File: src/hdl/kaft_pkg.sv
package kaft_pkg;

    localparam int ENTRIES = 16;
    localparam int SLOT_W  = (ENTRIES > 1) ? $clog2(ENTRIES) : 1;
    localparam int KEY_W   = 16;
    localparam int MASK_W  = 64;

    localparam logic [1:0] ACT_CREATE = 2'd0;
    localparam logic [1:0] ACT_LOOKUP = 2'd1;
    localparam logic [1:0] ACT_SET    = 2'd2;
    localparam logic [1:0] ACT_MARK   = 2'd3;

    localparam logic [1:0] ST_ABSENT  = 2'd0;
    localparam logic [1:0] ST_VALID   = 2'd1;
    localparam logic [1:0] ST_INVALID = 2'd2;
    localparam logic [1:0] ST_FULL    = 2'd3;

    typedef struct packed {
        logic load;
        logic exec;
    } ctrl_cmd_t;

endpackage

File: src/hdl/kaft_ctrl.sv
module kaft_ctrl (
    input  logic               clk,
    input  logic               rst_n,
    input  logic               start,
    output logic               busy,
    output logic               done,
    output kaft_pkg::ctrl_cmd_t cmd
);

    localparam logic S_IDLE = 1'b0;
    localparam logic S_EXEC = 1'b1;

    logic state_reg;
    logic state_next;
    logic done_reg;
    logic done_next;

    always_comb
    begin
        state_next = state_reg;
        done_next  = 1'b0;
        cmd.load   = 1'b0;
        cmd.exec   = 1'b0;
        unique case (state_reg)
            S_IDLE:
            begin
                if (start)
                begin
                    cmd.load   = 1'b1;
                    state_next = S_EXEC;
                end
            end
            S_EXEC:
            begin
                cmd.exec   = 1'b1;
                done_next  = 1'b1;
                state_next = S_IDLE;
            end
            default:
            begin
                state_next = S_IDLE;
            end
        endcase
    end

    always_ff @(posedge clk or negedge rst_n)
    begin
        if (!rst_n)
        begin
            state_reg <= S_IDLE;
            done_reg  <= 1'b0;
        end
        else
        begin
            state_reg <= state_next;
            done_reg  <= done_next;
        end
    end

    assign busy = (state_reg == S_EXEC);
    assign done = done_reg;

endmodule

File: src/hdl/kaft_datapath.sv
module kaft_datapath (
    input  logic                          clk,
    input  logic                          rst_n,
    input  kaft_pkg::ctrl_cmd_t           cmd,
    input  logic [1:0]                    action,
    input  logic [kaft_pkg::KEY_W-1:0]    flag_id,
    input  logic [kaft_pkg::MASK_W-1:0]   mask_in,
    input  logic                          invalid_in,
    input  logic                          cfg_wr_en,
    input  logic [kaft_pkg::KEY_W-1:0]    cfg_wr_data,
    output logic [1:0]                    status,
    output logic [kaft_pkg::MASK_W-1:0]   mask_out
);

    logic [1:0]                  action_reg;
    logic [kaft_pkg::KEY_W-1:0]  id_reg;
    logic [kaft_pkg::MASK_W-1:0] mask_in_reg;
    logic                        inv_in_reg;
    logic [kaft_pkg::KEY_W-1:0]  reset_id_reg;

    logic [kaft_pkg::ENTRIES-1:0] used_reg;
    logic [kaft_pkg::KEY_W-1:0]   key_reg  [kaft_pkg::ENTRIES];
    logic                         inv_reg  [kaft_pkg::ENTRIES];
    logic [kaft_pkg::MASK_W-1:0]  mask_reg [kaft_pkg::ENTRIES];

    logic [1:0]                  status_reg;
    logic [1:0]                  status_next;
    logic [kaft_pkg::MASK_W-1:0] mask_out_reg;
    logic [kaft_pkg::MASK_W-1:0] mask_out_next;

    logic                         hit;
    logic [kaft_pkg::SLOT_W-1:0]  hit_idx;
    logic                         free_found;
    logic [kaft_pkg::SLOT_W-1:0]  free_idx;
    logic                         inv_sel;
    logic [kaft_pkg::MASK_W-1:0]  mask_sel;
    logic                         is_reset_id;

    // Keys are unique in the table, so at most one slot matches.
    always_comb
    begin
        hit        = 1'b0;
        hit_idx    = '0;
        free_found = 1'b0;
        free_idx   = '0;
        for (int i = 0; i < kaft_pkg::ENTRIES; i++)
        begin
            if (used_reg[i] && (key_reg[i] == id_reg))
            begin
                hit     = 1'b1;
                hit_idx = kaft_pkg::SLOT_W'(i);
            end
            if (!used_reg[i] && !free_found)
            begin
                free_found = 1'b1;
                free_idx   = kaft_pkg::SLOT_W'(i);
            end
        end
    end

    assign inv_sel     = inv_reg[hit_idx];
    assign mask_sel    = mask_reg[hit_idx];
    assign is_reset_id = (id_reg == reset_id_reg);

    always_comb
    begin
        status_next   = kaft_pkg::ST_ABSENT;
        mask_out_next = '0;
        case (action_reg)
            kaft_pkg::ACT_CREATE:
            begin
                if (hit)
                begin
                    status_next   = inv_sel ? kaft_pkg::ST_INVALID : kaft_pkg::ST_VALID;
                    mask_out_next = mask_sel;
                end
                else if (free_found)
                begin
                    status_next = kaft_pkg::ST_INVALID;
                end
                else
                begin
                    status_next = kaft_pkg::ST_FULL;
                end
            end
            kaft_pkg::ACT_LOOKUP:
            begin
                if (hit)
                begin
                    status_next   = inv_sel ? kaft_pkg::ST_INVALID : kaft_pkg::ST_VALID;
                    mask_out_next = mask_sel;
                end
            end
            kaft_pkg::ACT_SET:
            begin
                if (hit)
                begin
                    status_next   = kaft_pkg::ST_VALID;
                    mask_out_next = mask_in_reg;
                end
            end
            kaft_pkg::ACT_MARK:
            begin
                if (hit)
                begin
                    if (is_reset_id || inv_in_reg)
                    begin
                        status_next = kaft_pkg::ST_INVALID;
                    end
                    else
                    begin
                        status_next = kaft_pkg::ST_VALID;
                    end
                    mask_out_next = mask_sel;
                end
            end
            default:
            begin
                status_next   = kaft_pkg::ST_ABSENT;
                mask_out_next = '0;
            end
        endcase
    end

    always_ff @(posedge clk or negedge rst_n)
    begin
        if (!rst_n)
        begin
            reset_id_reg <= '0;
            used_reg     <= '0;
        end
        else
        begin
            if (cfg_wr_en)
            begin
                reset_id_reg <= cfg_wr_data;
            end
            if (cmd.exec && (action_reg == kaft_pkg::ACT_CREATE) && !hit && free_found)
            begin
                used_reg[free_idx] <= 1'b1;
            end
        end
    end

    always_ff @(posedge clk)
    begin
        if (cmd.load)
        begin
            action_reg  <= action;
            id_reg      <= flag_id;
            mask_in_reg <= mask_in;
            inv_in_reg  <= invalid_in;
        end
        if (cmd.exec)
        begin
            status_reg   <= status_next;
            mask_out_reg <= mask_out_next;
            case (action_reg)
                kaft_pkg::ACT_CREATE:
                begin
                    if (!hit && free_found)
                    begin
                        key_reg[free_idx]  <= id_reg;
                        inv_reg[free_idx]  <= 1'b1;
                        mask_reg[free_idx] <= '0;
                    end
                end
                kaft_pkg::ACT_SET:
                begin
                    if (hit)
                    begin
                        mask_reg[hit_idx] <= mask_in_reg;
                        inv_reg[hit_idx]  <= 1'b0;
                    end
                end
                kaft_pkg::ACT_MARK:
                begin
                    if (is_reset_id)
                    begin
                        for (int i = 0; i < kaft_pkg::ENTRIES; i++)
                        begin
                            inv_reg[i] <= 1'b1;
                        end
                    end
                    else if (hit)
                    begin
                        inv_reg[hit_idx] <= inv_in_reg;
                    end
                end
                default:
                begin
                end
            endcase
        end
    end

    assign status   = status_reg;
    assign mask_out = mask_out_reg;

endmodule

File: src/hdl/keyed_affinity_flag_table.sv
// Channel   Direction  Handshake               Payload
// request   in         start high, busy low    action, flag_id, mask_in, invalid_in
// result    out        done, one cycle         status, mask_out
// config    in         cfg_wr_en               cfg_wr_data (reset ID)
//
// Each transaction first captures the request; then the parallel key compare over all table
// slots updates the table and registers the result.
// The result appears with done in the same cycle as busy falls, while a new request may
// already be taken. Reset clears the slot occupancy and the reset ID at once.
// The receiver cannot stall; done is a single-cycle strobe.
module keyed_affinity_flag_table (
    input  logic                        clk,
    input  logic                        rst_n,
    input  logic                        start,
    output logic                        busy,
    input  logic [1:0]                  action,
    input  logic [kaft_pkg::KEY_W-1:0]  flag_id,
    input  logic [kaft_pkg::MASK_W-1:0] mask_in,
    input  logic                        invalid_in,
    input  logic                        cfg_wr_en,
    input  logic [kaft_pkg::KEY_W-1:0]  cfg_wr_data,
    output logic                        done,
    output logic [1:0]                  status,
    output logic [kaft_pkg::MASK_W-1:0] mask_out
);

    kaft_pkg::ctrl_cmd_t cmd;

    kaft_ctrl u_ctrl (
        .clk   (clk),
        .rst_n (rst_n),
        .start (start),
        .busy  (busy),
        .done  (done),
        .cmd   (cmd)
    );

    kaft_datapath u_datapath (
        .clk         (clk),
        .rst_n       (rst_n),
        .cmd         (cmd),
        .action      (action),
        .flag_id     (flag_id),
        .mask_in     (mask_in),
        .invalid_in  (invalid_in),
        .cfg_wr_en   (cfg_wr_en),
        .cfg_wr_data (cfg_wr_data),
        .status      (status),
        .mask_out    (mask_out)
    );

endmodule

File: config.mk
export PLATFORM = sky130hd
export DESIGN_NAME = keyed_affinity_flag_table
export DESIGN_NICKNAME = d
export VERILOG_FILES = /design/src/hdl/kaft_pkg.sv /design/src/hdl/kaft_ctrl.sv /design/src/hdl/kaft_datapath.sv /design/src/hdl/keyed_affinity_flag_table.sv
export SDC_FILE = /design/constraint.sdc
export NUM_CORES = 2
export LEC_CHECK = 0
export CORE_ASPECT_RATIO = 2
export CORE_UTILIZATION = 45
export DETAILED_ROUTE_END_ITERATION = 7
export DONT_BUFFER_PORTS = 1
export HOLD_SLACK_MARGIN = 0.06
export PLACE_DENSITY_LB_ADDON = 0.2
export SLEW_MARGIN = 20
export SYNTH_ARGS = -nofsm -noshare
export SYNTH_HDL_FRONTEND = slang
export SYNTH_HIERARCHICAL = 1
export SYNTH_SLANG_ARGS = --single-unit
File: constraint.sdc
create_clock -name clk -period 9.25 [get_ports clk]
set_input_delay 1.3875 -clock clk [delete_from_list [all_inputs] [get_ports clk]]
set_output_delay 1.3875 -clock clk [all_outputs]
set_load 0.03 [all_outputs]
* Word level (Yosys, flattened, before mapping)
Memory sizes are Yosys's and may differ from the RTL's.
Cells that the tools add are included.
** Storage, ports and cells
- Flip-flop bits (word level) :: 183
- RAM bits :: 1296
- Input port bits :: 103
- Memories :: 3
** Memory list
- u_datapath.mask_reg :: depth 16, bits a word 64, read ports 1, clocked after memory_dff 0, write ports 1, line kaft_datapath.sv:24 : logic [kaft_pkg::MASK_W-1:0] mask_reg [kaft_pkg::ENTRIES];
- u_datapath.key_reg :: depth 16, bits a word 16, read ports 16, clocked after memory_dff 0, write ports 1, line kaft_datapath.sv:22 : logic [kaft_pkg::KEY_W-1:0] key_reg [kaft_pkg::ENTRIES];
- u_datapath.inv_reg :: depth 16, bits a word 1, read ports 1, clocked after memory_dff 0, write ports 16, line kaft_datapath.sv:23 : logic inv_reg [kaft_pkg::ENTRIES];
** Operators by class
- Order comparisons :: 2
- Eq/ne operators :: 20
- Multiplexer cells :: 105
- Bitwise gates (word level) :: 3
- Reductions and logical operators :: 72
** Operators by type and width (number)
- == test 16 bit :: 17
- two-way mux 64 bit :: 3
- one-hot mux 64 bit (2 select lines) :: 1
- two-way mux 4 bit :: 19
- OR reduction 64 bit :: 1
- two-way mux 1 bit :: 62
- logical AND 1 bit :: 36
- logical NOT 1 bit :: 30
- two-way mux 3 bit :: 8
- two-way mux 2 bit :: 9
- bitwise OR 16 bit :: 1
- one-hot mux 2 bit (4 select lines) :: 1
- < comparator 4 x 5 -> 1 bit, second input constant :: 1
- demux 1 bit (select 4 bit) :: 1
- == test 2 bit, second input constant :: 2
- greater-or-equal comparator 4 x 1 -> 1 bit, second input constant :: 1
- OR reduction 3 bit :: 1
- == test 2 x 1 -> 1 bit, second input constant :: 1
- logical NOT 2 bit :: 1
- one-hot mux 1 bit (2 select lines) :: 1
- OR reduction 1 bit :: 2
- logical OR 1 bit :: 1
- NOT 1 bit :: 1
- bitwise OR 1 bit :: 1

* Logic depth before layout (Yosys ltp)
- Word-level depth :: 52
- Gate-level depth with buffers :: 15
- Depth with buffers taken out :: 10

* By module
The synthesis kept the hierarchy.
** By module, submodules not included
- kaft_datapath :: instances 1, cells each 3379, area each 59363.2 um^2
- kaft_ctrl :: instances 1, cells each 5, area each 78.8 um^2

* Worst setup path after synthesis
Ideal clock, no wire load.
- Path kind :: register to register
- Start point :: register u_datapath/id_reg[1] (netlist bit)
- End point :: memory u_datapath/mask_reg[0][0] (netlist bit) (enable)
- Setup time :: 0.486 ns
- Arrival :: 6.064 ns
- Data required time :: 8.764 ns
- Setup slack :: 2.700 ns
- Stages on the path, launching flop included :: 14
- Clock period less this slack :: 6.550 ns
- Cell sequence :: edfxtp_1 -> buf_2 -> xor2_1 -> or4b_1 -> or4_1 -> or2_2 -> o2111ai_2 -> a22oi_4 -> buf_4 -> buf_4 -> buf_4 -> mux2i_1 -> nand2_1 -> nor2_1
** Between the ends
- Cells in the longest elaborated chain, start to end :: 25
- Elaborated cells on any way between the ends :: 76
- Those cells by class :: 16 x eq/ne; 41 x mux; 19 x reduce/logical
** Ends and longest elaborated chain
- start: declaration :: line kaft_datapath.sv:16 : logic [kaft_pkg::KEY_W-1:0] id_reg;
- start signal: assignment :: line kaft_datapath.sv:150 : id_reg <= flag_id;
- branches (longest 25 deep; another with == test 16 bit)
- end: declaration :: line kaft_datapath.sv:24
Parallel ways; which one is timed is not known.

* Worst setup path in the final report
- Start point :: register u_datapath/id_reg[11] (netlist bit)
- End point :: memory u_datapath/mask_reg[15][47] (netlist bit) (enable)
Same word-level chain as after synthesis.

==> results.yml <==
synth:
  synth_warnings: 6
  synth_xor_area_share_pct: 3.978
  syn_avg_cell_area_sq_um: 17.57
  synth_adder_area_share_pct: 0
  synth_compound_area_share_pct: 7.327
  async_flop_share_pct: 2.299
  ys_ff_latch: 1479
  synth_edf_count: 1429
  synth_nets: 3487
  synthCells: 3384
  syn-cell-area_sq_um: 59440
  synth-simple-area-share_pct: 4.555
  synthMuxAreaShare_pct: 8.182
  yosysUniqueCellTypes: 87
  ys.flop_type: "edfxtp_1"
  synth_top_family_by_area: "multiplexers"
  ys_seq_area_share_pct: 74.16
clock_tree:
  cts_setup_buffers: 0
  numCtsBuffers: 134
  clkTransAtPathRegs_ps: 60
  hold_buffers: 0
  clock_tree.htree_level_count: 4
  clock_latency_ps: 750
  cts-root-buf: "clkbuf_16"
  clockBufferDepth: 3
  clock-sinks: 1479
  cts_resized: 0
  cts_tree: "done"
drt:
  finalWirelength_microns: 152900
  drtAntennaViolNets: 0
  wl_per_cell_microns: 29.09
  routed_via_density: 5.981
  drt_iter0_drc: 2382
  dr.pass1.iters: 7
  drc: 0
  highest_layer: "met4"
  vias: 31438
  wl_met1_microns: 56970
  wl_met3_microns: 7212
  wl_met2_microns: 83290
critical_path:
  r2r-start: "u_datapath/id_reg[11]"
  rr_worst_depth: 13
  crit_type: "reg -> reg"
  critPathCaptureType: "flip-flop"
  critical_path_required_ps: 9660
  cp_data_arrival_time_ps: 6800
  rr_endpoint: "u_datapath/mask_reg[15][47]"
  cp-start-kind: "flip-flop"
  path_max_fanout: 71
  r2r_slack_ps: 2860
cells_and_area:
  stdcell_count: 5256
  largest_reg_flops: 1024
  fin_nets: 3536
  area_growth_pct: 11.41
  drive_gt1_share_pct: 11.94
  nFillCells: 10541
  fin_area_sq_um: 66230
sta:
  tns_ps: 0
  hold_viol_final: 0
  finalCritPeriodShare_pct: 69.09
  max_freq_mhz: 156.5
  clock_skew_ps: 26.92
  worst_pin_slew_ps: 1235
  drv_slew: 0
  setup_violations: 0
  min_period_ps: 6391
  rsz0062_at_grt: "false"
  slew_headroom_pct: 16.62
power_and_ir_drop:
  p_leak_nw: 21.01
  pwr-share-clk_pct: 41.3
  pwr_density_cell_nw_per_um2: 209.1
  combPwrFrac_pct: 4.3
  p_sw_share_pct: 21.63
  p_total_mw: 13.85
  switchingPower_mw: 2.995
  seq_power_share_pct: 54.4
  ir_drop_mv: 0.1824
  intPower_mw: 10.85
grt:
  grt_pass1_wl_microns: 221600
  grtUsageTotal_pct: 22.86
  overflow: 0
  grt_pass1_vias: 33146
  grt_max_degree: 136
  antenna_found_initial: 6
worst_hold_path:
  hold_class: "in -> async"
floorplanning:
  die-height_microns: 516.0
  core_sq_um: 131000
  dieArea_sq_um: 133600
  start_util_pct: 45.37
  die_x_microns: 259.0
  ios: 171
  rows: 188
place:
  port_buffers: 0
  hpwl_microns: 89580
  placedInstanceArea_sq_um: 61600
  dp.cells: 5003
  gp_congestion: 0.8868
flow_run:
  cap_violations: 0
run_status:
  status: "finished, final reports clean"
==> metrics by stage <==
step	utilization, %	hold WS, ps	worst slack, ps
finish	50.55	336.4	2859
global route	50.54	285.2	2667
CTS	50.47	269.8	2501
detailed placement	47.02	518.0	2600
global placement	46.99	498.7	2772
floorplan	-	480.6	2700
==> worst max-delay path: stages (launching register included) <==
cell       delay, ps
edfxtp_1         930
xor2_1           170
or4b_2           660
nor4_1           410
a2bb2oi_1        340
nor4b_2          260
buf_4            220
a21oi_4          120
buf_4            840
nor2_1           160
a21oi_1          240
nand2_1          290
nor2_4           850
buf_4            480
==> layout make-up <==
type / instances / area (sq um) / area share, %
clock inverters: 78 / 853.3 / 1.288
well taps: 1710 / 2140 / 3.231
diodes: 2 / 5.005 / 0.007557
repair buffers: 82 / 872.1 / 1.317
flip-flops and latches: 1479 / 44090 / 66.57
inverters: 14 / 52.55 / 0.07935
clock buffers: 169 / 3665 / 5.534
multi-input cells: 1722 / 14550 / 21.97
==> cell families (layout without fill, tap and decap cells) <==
family	after synthesis	count (layout)
DFF	1479	1479
AOI/OAI and AO/OA	495	495
muxes	483	483
and+or+nand+nor	474	474
xor gates and xnor gates	270	270
buffers and inverters	183	343
other	0	2
==> Yosys cell counts (10+ instances only) <==
master    number  share of area, %
edfxtp_1    1429                72
mux2i_1      462               7.8
xnor2_1      206               3.0
a22o_1       128               1.9
nor2_1        79              0.50
a21oi_1       77              0.65
nand4_1       72              0.76
nand2_1       69              0.44
and2_1        68              0.72
a221o_1       64               1.1
a32o_1        64               1.1
xor2_1        64              0.94
clkbuf_1      56              0.35
buf_2         44              0.37
nand3_1       38              0.32
buf_4         37              0.47
a221oi_1      34              0.50
dfrtp_1       34               1.4
a221oi_2      30              0.76
buf_6         25              0.47
or2_2         21              0.22
nor3_1        19              0.16
or4_1         19              0.24
mux2_2        18              0.34
dfxtp_1       16              0.54
nor4_1        16              0.17
a31oi_1       14              0.15
inv_1         13             0.082
nand2b_1      12              0.13
a211oi_1      11              0.14
nor3b_1       11              0.14
o21ai_0       10             0.084
==> per-layer routing <==
layer	up-vias	track usage [%]
met5	-	0
met4	0	8.722
met3	283	3.339
met2	1012	42.80
met1	16454	25.88
li1	13689	-
==> placed cells by master (no fill, tap or decap), drive strengths merged, types with 50 or more instances in the layout <==
master and n:
nand2 69, buf 82, xnor2 206, clkinv 50
mux2i 463, a221o 64, nor2 80, nand4 72
a32o 64, a22o 128, clkbuf 169, a21oi 79
xor2 64, edfxtp 1429, a221oi 64, and2 68
==> worst max-delay path by stage <==
stage                                     start                           to  slack (ps)  cells after the start
after detailed placement  u_datapath/id_reg[11]   u_datapath/mask_reg[5][56]        2600                     12
after global routing      u_datapath/id_reg[11]  u_datapath/mask_reg[13][21]        2670                     12
after floorplan            u_datapath/id_reg[1]    u_datapath/mask_reg[0][0]        2700                     13
after global placement    u_datapath/id_reg[11]    u_datapath/mask_reg[5][4]        2770                     12
final                     u_datapath/id_reg[11]  u_datapath/mask_reg[15][47]        2860                     13
after CTS                 u_datapath/id_reg[11]   u_datapath/mask_reg[5][56]        2500                     12
==> power by group through the flow <==
| stage | combinational (mW) | sequential (mW) | clock [mW] |
|---|---|---|---|
| 6_report | 0.602 | 7.53 | 5.72 |
| 2_1_floorplan | 0.357 | 7.64 | 0 |
| 4_1_cts | 0.599 | 7.53 | 5.85 |
| 3_3_place_gp | 0.588 | 7.67 | 0 |
| 3_5_place_dp | 0.596 | 7.67 | 0 |
| 5_1_grt | 0.640 | 7.53 | 6.07 |
Power figures use the tool's default switching activity.
